<file path="config.mk">
export PLATFORM = sky130hd
export DESIGN_NAME = sliding_median_filter
export DESIGN_NICKNAME = d
export VERILOG_FILES = /design/src/design/smf_pkg.sv /design/src/design/smf_sort_cell.sv /design/src/design/smf_sort_chain.sv /design/src/design/sliding_median_filter.sv
export SDC_FILE = /design/constraint.sdc
export NUM_CORES = 2
export LEC_CHECK = 0
export BUFFER_PORTS_ARGS = -buffer_cell sky130_fd_sc_hd__buf_2
export CAP_MARGIN = 20
export CORE_UTILIZATION = 57
export DETAILED_ROUTE_END_ITERATION = 10
export GPL_ROUTABILITY_DRIVEN = 0
export PLACE_DENSITY_LB_ADDON = 0.15
export SLEW_MARGIN = 10
export SYNTH_ARGS = -nofsm -noshare
export SYNTH_HDL_FRONTEND = slang
export SYNTH_SLANG_ARGS = --single-unit
</file>
<file path="constraint.sdc">
create_clock -name i_clk -period 8 [get_ports i_clk]
set_input_delay 0.8 -clock i_clk [delete_from_list [all_inputs] [get_ports i_clk]]
set_output_delay 0.8 -clock i_clk [all_outputs]
set_load 0.05 [all_outputs]
</file>
<file path="src/design/smf_pkg.sv">
`timescale 1ns / 1ps

package smf_pkg;

    // Fixed field widths
    localparam int SAMPLE_WIDTH   = 24;
    localparam int HALF_BITS      = 4;
    localparam int KEY_WIDTH      = SAMPLE_WIDTH + 1;

    // Defaults
    localparam int              MAX_HALF_DEF = 15;
    localparam logic [HALF_BITS-1:0] HALF_RESET = 4'd1;

    typedef struct packed {
        logic signed [SAMPLE_WIDTH-1:0] sample;
        logic                           last_sample;
    } t_in;

    typedef struct packed {
        logic signed [SAMPLE_WIDTH-1:0] median;
        logic                           last_result;
    } t_out;

    // Control broadcast to every sort cell
    typedef struct packed {
        logic load;
        logic step;
        logic phase;
    } t_sort_ctrl;

    typedef enum logic [2:0] {
        ST_IDLE,
        ST_ZERO,
        ST_LOAD,
        ST_SORT,
        ST_EMIT
    } t_state;

endpackage

</file>
<file path="src/design/smf_sort_cell.sv">
`timescale 1ns / 1ps

module smf_sort_cell import smf_pkg::*; #(
    parameter bit HasLeft  = 1'b1,
    parameter bit HasRight = 1'b1,
    parameter bit OddPos   = 1'b0
) (
    input  logic                 i_clk,
    input  t_sort_ctrl           i_ctrl,
    input  logic [KEY_WIDTH-1:0] i_load_key,
    input  logic [KEY_WIDTH-1:0] i_left_key,
    input  logic [KEY_WIDTH-1:0] i_right_key,
    output logic [KEY_WIDTH-1:0] o_key
);

    logic [KEY_WIDTH-1:0] r_key;
    logic [KEY_WIDTH-1:0] n_key;
    logic                 w_pair_right;
    logic                 w_pair_left;

    assign w_pair_right = HasRight && (OddPos == i_ctrl.phase);
    assign w_pair_left  = HasLeft  && (OddPos != i_ctrl.phase);

    // Compare-exchange: lower cell keeps the min, upper cell the max
    always_comb begin
        n_key = r_key;
        if (i_ctrl.load) begin
            n_key = i_load_key;
        end else if (i_ctrl.step) begin
            if (w_pair_right) begin
                n_key = (i_right_key < r_key) ? i_right_key : r_key;
            end else if (w_pair_left) begin
                n_key = (i_left_key > r_key) ? i_left_key : r_key;
            end
        end
    end

    always_ff @(posedge i_clk) begin
        r_key <= n_key;
    end

    assign o_key = r_key;

endmodule

</file>
<file path="src/design/smf_sort_chain.sv">
`timescale 1ns / 1ps

module smf_sort_chain import smf_pkg::*; #(
    parameter int WIN_LEN = 2 * MAX_HALF_DEF + 1
) (
    input  logic                           i_clk,
    input  t_sort_ctrl                     i_ctrl,
    input  logic signed [SAMPLE_WIDTH-1:0] i_win [WIN_LEN],
    input  logic [$clog2(WIN_LEN+1)-1:0]   i_n,
    input  logic [HALF_BITS-1:0]           i_h,
    output logic signed [SAMPLE_WIDTH-1:0] o_median
);

    localparam int CntW = $clog2(WIN_LEN + 1);
    localparam int IdxW = $clog2(WIN_LEN);

    logic [KEY_WIDTH-1:0] w_load [WIN_LEN];
    logic [KEY_WIDTH-1:0] w_key  [WIN_LEN];
    logic [KEY_WIDTH-1:0] w_left [WIN_LEN];
    logic [KEY_WIDTH-1:0] w_right[WIN_LEN];
    logic [KEY_WIDTH-1:0] w_sel;

    genvar j;
    generate
        for (j = 0; j < WIN_LEN; j++) begin : g_cell
            // Unsigned sort key: pad flag on top, sign bit flipped below it
            assign w_load[j] = {(CntW'(j) >= i_n), ~i_win[j][SAMPLE_WIDTH-1],
                                i_win[j][SAMPLE_WIDTH-2:0]};

            if (j > 0) begin : g_l
                assign w_left[j] = w_key[j-1];
            end else begin : g_l0
                assign w_left[j] = '0;
            end

            if (j < WIN_LEN - 1) begin : g_r
                assign w_right[j] = w_key[j+1];
            end else begin : g_r0
                assign w_right[j] = '0;
            end

            smf_sort_cell #(
                .HasLeft  (j > 0),
                .HasRight (j < WIN_LEN - 1),
                .OddPos   (j % 2 == 1)
            ) u_cell (
                .i_clk       (i_clk),
                .i_ctrl      (i_ctrl),
                .i_load_key  (w_load[j]),
                .i_left_key  (w_left[j]),
                .i_right_key (w_right[j]),
                .o_key       (w_key[j])
            );
        end
    endgenerate

    // Middle rank of the sorted window sits in cell h
    assign w_sel    = w_key[IdxW'(i_h)];
    assign o_median = {~w_sel[SAMPLE_WIDTH-1], w_sel[SAMPLE_WIDTH-2:0]};

endmodule

</file>
<file path="src/design/sliding_median_filter.sv">
`timescale 1ns / 1ps

// Running median over a zero-padded, centered window of 2*h+1 samples.
//
// Input channel (i_in_valid / o_in_ready / i_in_data): one sample per request;
// last_sample closes the sequence and flushes the pending results with zeros.
// Output channel (o_out_valid / i_out_ready / o_out_data): one median per
// request; last_result marks the final result of a sequence.
// Config: i_cfg_we writes half_width (h); values above MAX_HALF act as MAX_HALF.
// Write it only while no results are pending.
//
// Each median comes from a row of sort cells doing odd-even transposition:
// load, 2*h+1 exchange rounds, emit. After a request that yields a median,
// the input is not ready until that median is valid, and is ready again in
// that cycle unless flush results follow; a request that yields none, and is
// not the last, leaves it ready. The last sample brings up to h flush
// results, with a zero-padding step first when it yields no median of its own.
//
// Reset (synchronous, active low) zeroes the window and sample count and sets
// h to 1. The result sits in an output register; if the receiver stalls, the
// block holds in its emit step until the register frees, and the held result
// stays stable on the port.

module sliding_median_filter import smf_pkg::*; #(
    parameter int MAX_HALF = MAX_HALF_DEF
) (
    input  logic                 i_clk,
    input  logic                 i_rst_n,
    input  logic                 i_in_valid,
    output logic                 o_in_ready,
    input  t_in                  i_in_data,
    output logic                 o_out_valid,
    input  logic                 i_out_ready,
    output t_out                 o_out_data,
    input  logic                 i_cfg_we,
    input  logic [HALF_BITS-1:0] i_cfg_data
);

    localparam int WinLen = 2 * MAX_HALF + 1;
    localparam int CntW   = $clog2(WinLen + 1);

    t_state r_state, n_state;

    logic [HALF_BITS-1:0]           r_half;
    logic signed [SAMPLE_WIDTH-1:0] r_win [WinLen];
    logic signed [SAMPLE_WIDTH-1:0] n_win [WinLen];
    logic [CntW-1:0]                r_seen, n_seen;
    logic                           r_last, n_last;
    logic [HALF_BITS-1:0]           r_flush, n_flush;
    logic [CntW-1:0]                r_round, n_round;
    logic                           r_out_valid, n_out_valid;
    t_out                           r_out, n_out;

    logic [HALF_BITS-1:0]           w_h;
    logic [CntW-1:0]                w_n;
    logic [CntW-1:0]                w_seen_inc;
    logic [HALF_BITS-1:0]           w_remain;
    logic signed [SAMPLE_WIDTH-1:0] w_median;
    t_sort_ctrl                     w_ctrl;

    // Clamp the half width to what the cell row can hold
    assign w_h = (32'(r_half) > MAX_HALF) ? HALF_BITS'(MAX_HALF) : r_half;
    assign w_n = CntW'({w_h, 1'b1});

    assign w_seen_inc = (32'(r_seen) < WinLen) ? r_seen + CntW'(1) : r_seen;
    assign w_remain   = (32'(w_seen_inc) < 32'(w_h)) ? HALF_BITS'(w_seen_inc) : w_h;

    smf_sort_chain #(
        .WIN_LEN (WinLen)
    ) u_chain (
        .i_clk    (i_clk),
        .i_ctrl   (w_ctrl),
        .i_win    (r_win),
        .i_n      (w_n),
        .i_h      (w_h),
        .o_median (w_median)
    );

    always_comb begin
        n_state     = r_state;
        n_win       = r_win;
        n_seen      = r_seen;
        n_last      = r_last;
        n_flush     = r_flush;
        n_round     = r_round;
        n_out       = r_out;
        n_out_valid = r_out_valid;
        w_ctrl      = '{load: 1'b0, step: 1'b0, phase: r_round[0]};
        o_in_ready  = 1'b0;

        // Drop the held result once the receiver takes it
        if (r_out_valid && i_out_ready) begin
            n_out_valid = 1'b0;
        end

        unique case (r_state)
            ST_IDLE: begin
                o_in_ready = 1'b1;
                if (i_in_valid) begin
                    n_win[0] = i_in_data.sample;
                    for (int k = 1; k < WinLen; k++) begin
                        n_win[k] = r_win[k-1];
                    end
                    n_seen  = w_seen_inc;
                    n_last  = i_in_data.last_sample;
                    n_flush = i_in_data.last_sample ? w_remain : '0;
                    if (32'(w_seen_inc) > 32'(w_h)) begin
                        n_state = ST_LOAD;
                    end else if (i_in_data.last_sample) begin
                        n_state = ST_ZERO;
                    end
                end
            end
            ST_ZERO: begin
                // Advance the window with right-hand padding
                n_win[0] = '0;
                for (int k = 1; k < WinLen; k++) begin
                    n_win[k] = r_win[k-1];
                end
                n_flush = r_flush - HALF_BITS'(1);
                n_state = ST_LOAD;
            end
            ST_LOAD: begin
                w_ctrl.load = 1'b1;
                n_round     = '0;
                n_state     = ST_SORT;
            end
            ST_SORT: begin
                w_ctrl.step = 1'b1;
                n_round     = r_round + CntW'(1);
                if (r_round == w_n - CntW'(1)) begin
                    n_state = ST_EMIT;
                end
            end
            ST_EMIT: begin
                if (!r_out_valid || i_out_ready) begin
                    n_out_valid       = 1'b1;
                    n_out.median      = w_median;
                    n_out.last_result = r_last && (r_flush == '0);
                    if (r_flush != '0) begin
                        n_win[0] = '0;
                        for (int k = 1; k < WinLen; k++) begin
                            n_win[k] = r_win[k-1];
                        end
                        n_flush = r_flush - HALF_BITS'(1);
                        n_state = ST_LOAD;
                    end else begin
                        if (r_last) begin
                            // Sequence done: back to the reset window
                            for (int k = 0; k < WinLen; k++) begin
                                n_win[k] = '0;
                            end
                            n_seen = '0;
                            n_last = 1'b0;
                        end
                        n_state = ST_IDLE;
                    end
                end
            end
            default: begin
                n_state = ST_IDLE;
            end
        endcase
    end

    always_ff @(posedge i_clk) begin
        if (!i_rst_n) begin
            r_state <= ST_IDLE;
        end else begin
            r_state <= n_state;
        end
    end

    always_ff @(posedge i_clk) begin
        if (!i_rst_n) begin
            r_half      <= HALF_RESET;
            r_seen      <= '0;
            r_last      <= 1'b0;
            r_flush     <= '0;
            r_round     <= '0;
            r_out_valid <= 1'b0;
            for (int k = 0; k < WinLen; k++) begin
                r_win[k] <= '0;
            end
        end else begin
            if (i_cfg_we) begin
                r_half <= i_cfg_data;
            end
            r_seen      <= n_seen;
            r_last      <= n_last;
            r_flush     <= n_flush;
            r_round     <= n_round;
            r_out_valid <= n_out_valid;
            r_win       <= n_win;
        end
    end

    // Result payload: no reset needed
    always_ff @(posedge i_clk) begin
        r_out <= n_out;
    end

    assign o_out_valid = r_out_valid;
    assign o_out_data  = r_out;

endmodule

</file>
==> results.toml <==
[timing]
rsz0062_at_grt = "no"
setup-tns-final_ns = 0
period_share = 0.531
period_needed_ns = 4.25
skew_ns = 0.0253
tightestPinTransition_ns = 1.24
setup_viol = 0
final_hold_viol_count = 0
slew_viol_final = 0
fmax_mhz = 235
slew_headroom = 0.171

[setup_path]
cp_top_family = "buffers and inverters"
cp_slowest_stage_delay_ns = 1.00
end_kind = "flop"
path_cells = "buf_4 -> buf_4 -> buf_4 -> mux2i_1 -> o21ai_0"
worstSetupStartpointType = "flop"
worstPathArrival_ns = 4.75
cp.required_ns = 8.50
crit_slowest_cell = "buf_4"
critPathMaxFanout = 66
crit_top_cell = "buf_4"
worst-path-buf-inv = 3
path_class = "reg -> reg"

[clocking]
cts-htree-levels = 4
cts_setup_buffers = 0
cts_sinks = 1567
post_cts.resized_instances = 0
cts_hold_buf = 0
cts_tree = "yes"
clk_latency_ns = 0.81
numCtsBuffers = 169
root_buffer = "clkbuf_16"
clk_pin_slew_ns = 0.06
clk_path_buf_depth = 3

[floorplan]
initial_core_util = 0.576
rows = 144
die-area_um2 = 158000
core_um2 = 154000
io_pins = 61
die_h_um = 397
chipWidth_um = 397

[synth]
synth_xor_area_frac = 0.000492
syn-cell-area_um2 = 88900
synth_area_per_cell_um2 = 9.80
synth_top_cell_by_area = "edfxtp_1"
ys_seq_area_frac = 0.443
synth_top_family_by_area = "compound AO/OA/AOI/OAI gates"
synth_ff_type = "edfxtp_1"
synth_compound_area_frac = 0.161
ys_seq_elements = 1567
yosys_warnings = 0
synth_mux_area_frac = 0.110
synth_simple_gate_area_share = 0.125
yosys-top-cells-area = "edfxtp_1 (27%), dfxtp_1 (17%), ha_1 (10%)"
synth_edf_count = 800
yosysMostFrequentCell = "nand2_1"
synth.top_cell.area_share = 0.270
synth_fa_ha_area_frac = 0.102
yosys.cell_types.count = 69
synth_top_cells_by_count = "nand2_1 (1234), o21ai_0 (846), edfxtp_1 (800), dfxtp_1 (767), ha_1 (728)"
synthArstFlopShare = 0
syn_nets = 9835
synthCells = 9073

[place]
dp_hpwl_um = 171000
port_buffers = 60
dp.cells = 10670

[power_and_ir_drop]
power.internal_mw = 23.0
power_frac_seq = 0.395
p_leak_nw = 34.9
switchingPower_mw = 16.6
switching_share = 0.419
clkPwrFrac = 0.210
comb_power_share = 0.395
power_density_nw_per_um2 = 411
peakVddDrop_uv = 383

[worst_hold_path]
hp-class = "in -> reg"

[outcome]
violations = "design-rule violations"
status = "complete, but fails checks"

[final_layout]
final_cells = 10990
final_nets = 9564
antenna_cells = 0
fill_cells = 12655
area_growth_pct = 8.12
layout-drive-gt1-share = 0.0646

[flow_run]
cap_violations = 0

[detailed_routing]
num_vias = 68759
first_pass_iters = 9
drt.antenna.violating_nets = 0
drt_wl_total_um = 252000
wl_per_cell_um = 22.9
drt_iter0_markers = 7193
drc = 7
via_per_inst = 6.26

[global_routing]
grt_pass1_wl_um = 389000
grtUsageTotal = 0.313
grt_pass1_vias = 65496
overflow = 0
antenna_found_initial = 11
grt_max_degree = 254
==> worst paths after layout <==
kind                  from                                  to  slack [ns]  cells past startpoint
max             r_round[0]  u_chain.g_cell[19].u_cell.o_key[3]        3.75                      5
min          i_cfg_data[0]                           r_half[0]        0.21                      3
max reg2reg     r_round[0]  u_chain.g_cell[19].u_cell.o_key[3]        3.75                      5
min reg2reg       r_win[6]                            r_win[6]        0.46                      2
==> through the flow <==
stage | instance area (µm²) | power, mW | util | worst slack, ns | hold slack, ns
2_1_floorplan | 88900 | 25.1 | - | 3.92 | 0.441
3_3_place_gp | 90100 | 30.0 | 0.584 | 3.62 | 0.452
3_5_place_dp | 90200 | 30.9 | 0.584 | 3.72 | 0.457
4_1_cts | 96100 | 39.3 | 0.622 | 3.68 | 0.160
5_1_grt | 96200 | 42.0 | 0.623 | 3.52 | 0.188
6_report | 96200 | 39.6 | 0.623 | 3.75 | 0.209
==> tightest hold or removal path, stage by stage <==
cell and delay [ns]:
buf_2 0.07, mux2i_1 0.05, nand2_1 0.06
==> sequential cells by signal, summed over array words and instances, names as in the netlist, 3 cells and up <==
| name | count |
|---|---|
| r_flush | 4 |
| u_chain.g_cell.u_cell.o_key | 775 |
| r_round | 5 |
| r_seen | 5 |
| o_out_data | 25 |
| r_win | 744 |
| r_state | 3 |
| r_half | 4 |
==> power by group through the flow <==
stage / registers [mW] / logic [mW] / clock network [mW]
CTS: 15.5 / 15.4 / 8.42
finish: 15.6 / 15.6 / 8.32
floorplan: 13.8 / 11.3 / 0
detailed placement: 15.6 / 15.3 / 0
global route: 15.8 / 17.5 / 8.71
global placement: 15.5 / 14.4 / 0
==> cells by family (layout without fill, tap and decap cells) <==
family	Yosys count	in the layout
AO/OA/AOI/OAI	2252	2252
XOR/XNOR	5	5
adder cells (fa/ha/maj)	728	728
buffers and inverters	1309	1182
flip-flops	1567	1567
multiplexers	824	824
AND/OR/NAND/NOR	2388	2388
==> layout make-up <==
class,count,area (µm²),share of cell area
clock buffers,240,4960,0.0516
clock inverters,75,936,0.00973
inverters,716,2690,0.0279
multi-input cells,6197,44400,0.462
flip-flops and latches,1567,39400,0.410
well taps,2044,2560,0.0266
repair buffers,151,1230,0.0128
==> layer usage <==
layer	global-route usage	up-vias	routed length [µm]	share of wire
met5	0	-	23	0.000091
met4	0.0891	4	6360	0.025
met3	0.0600	424	22300	0.089
met2	0.463	2686	109000	0.43
met1	0.465	33662	114000	0.45
li1	-	31983	-	-
==> cells in the final DEF, fill, tap and decap left out, types with 21 or more instances in the layout <==
cell type	n
clkbuf_8	23
a21oi_1	258
mux4_2	120
buf_2	59
nor3_1	37
mux2i_1	701
a21boi_0	190
buf_4	71
ha_1	728
inv_1	714
clkbuf_1	37
nor2b_1	402
o211a_1	29
clkbuf_16	180
bufinv_16	21
nand3_1	427
nand2b_1	32
nor2_1	84
a2111oi_0	34
clkinv_2	32
a21boi_1	200
nand4_1	96
dfxtp_1	763
nand2_1	1233
a211oi_1	42
o21ai_0	846
a21o_1	146
o211ai_1	26
edfxtp_1	800
a22oi_1	378
(Power assumes the default switching activity.)
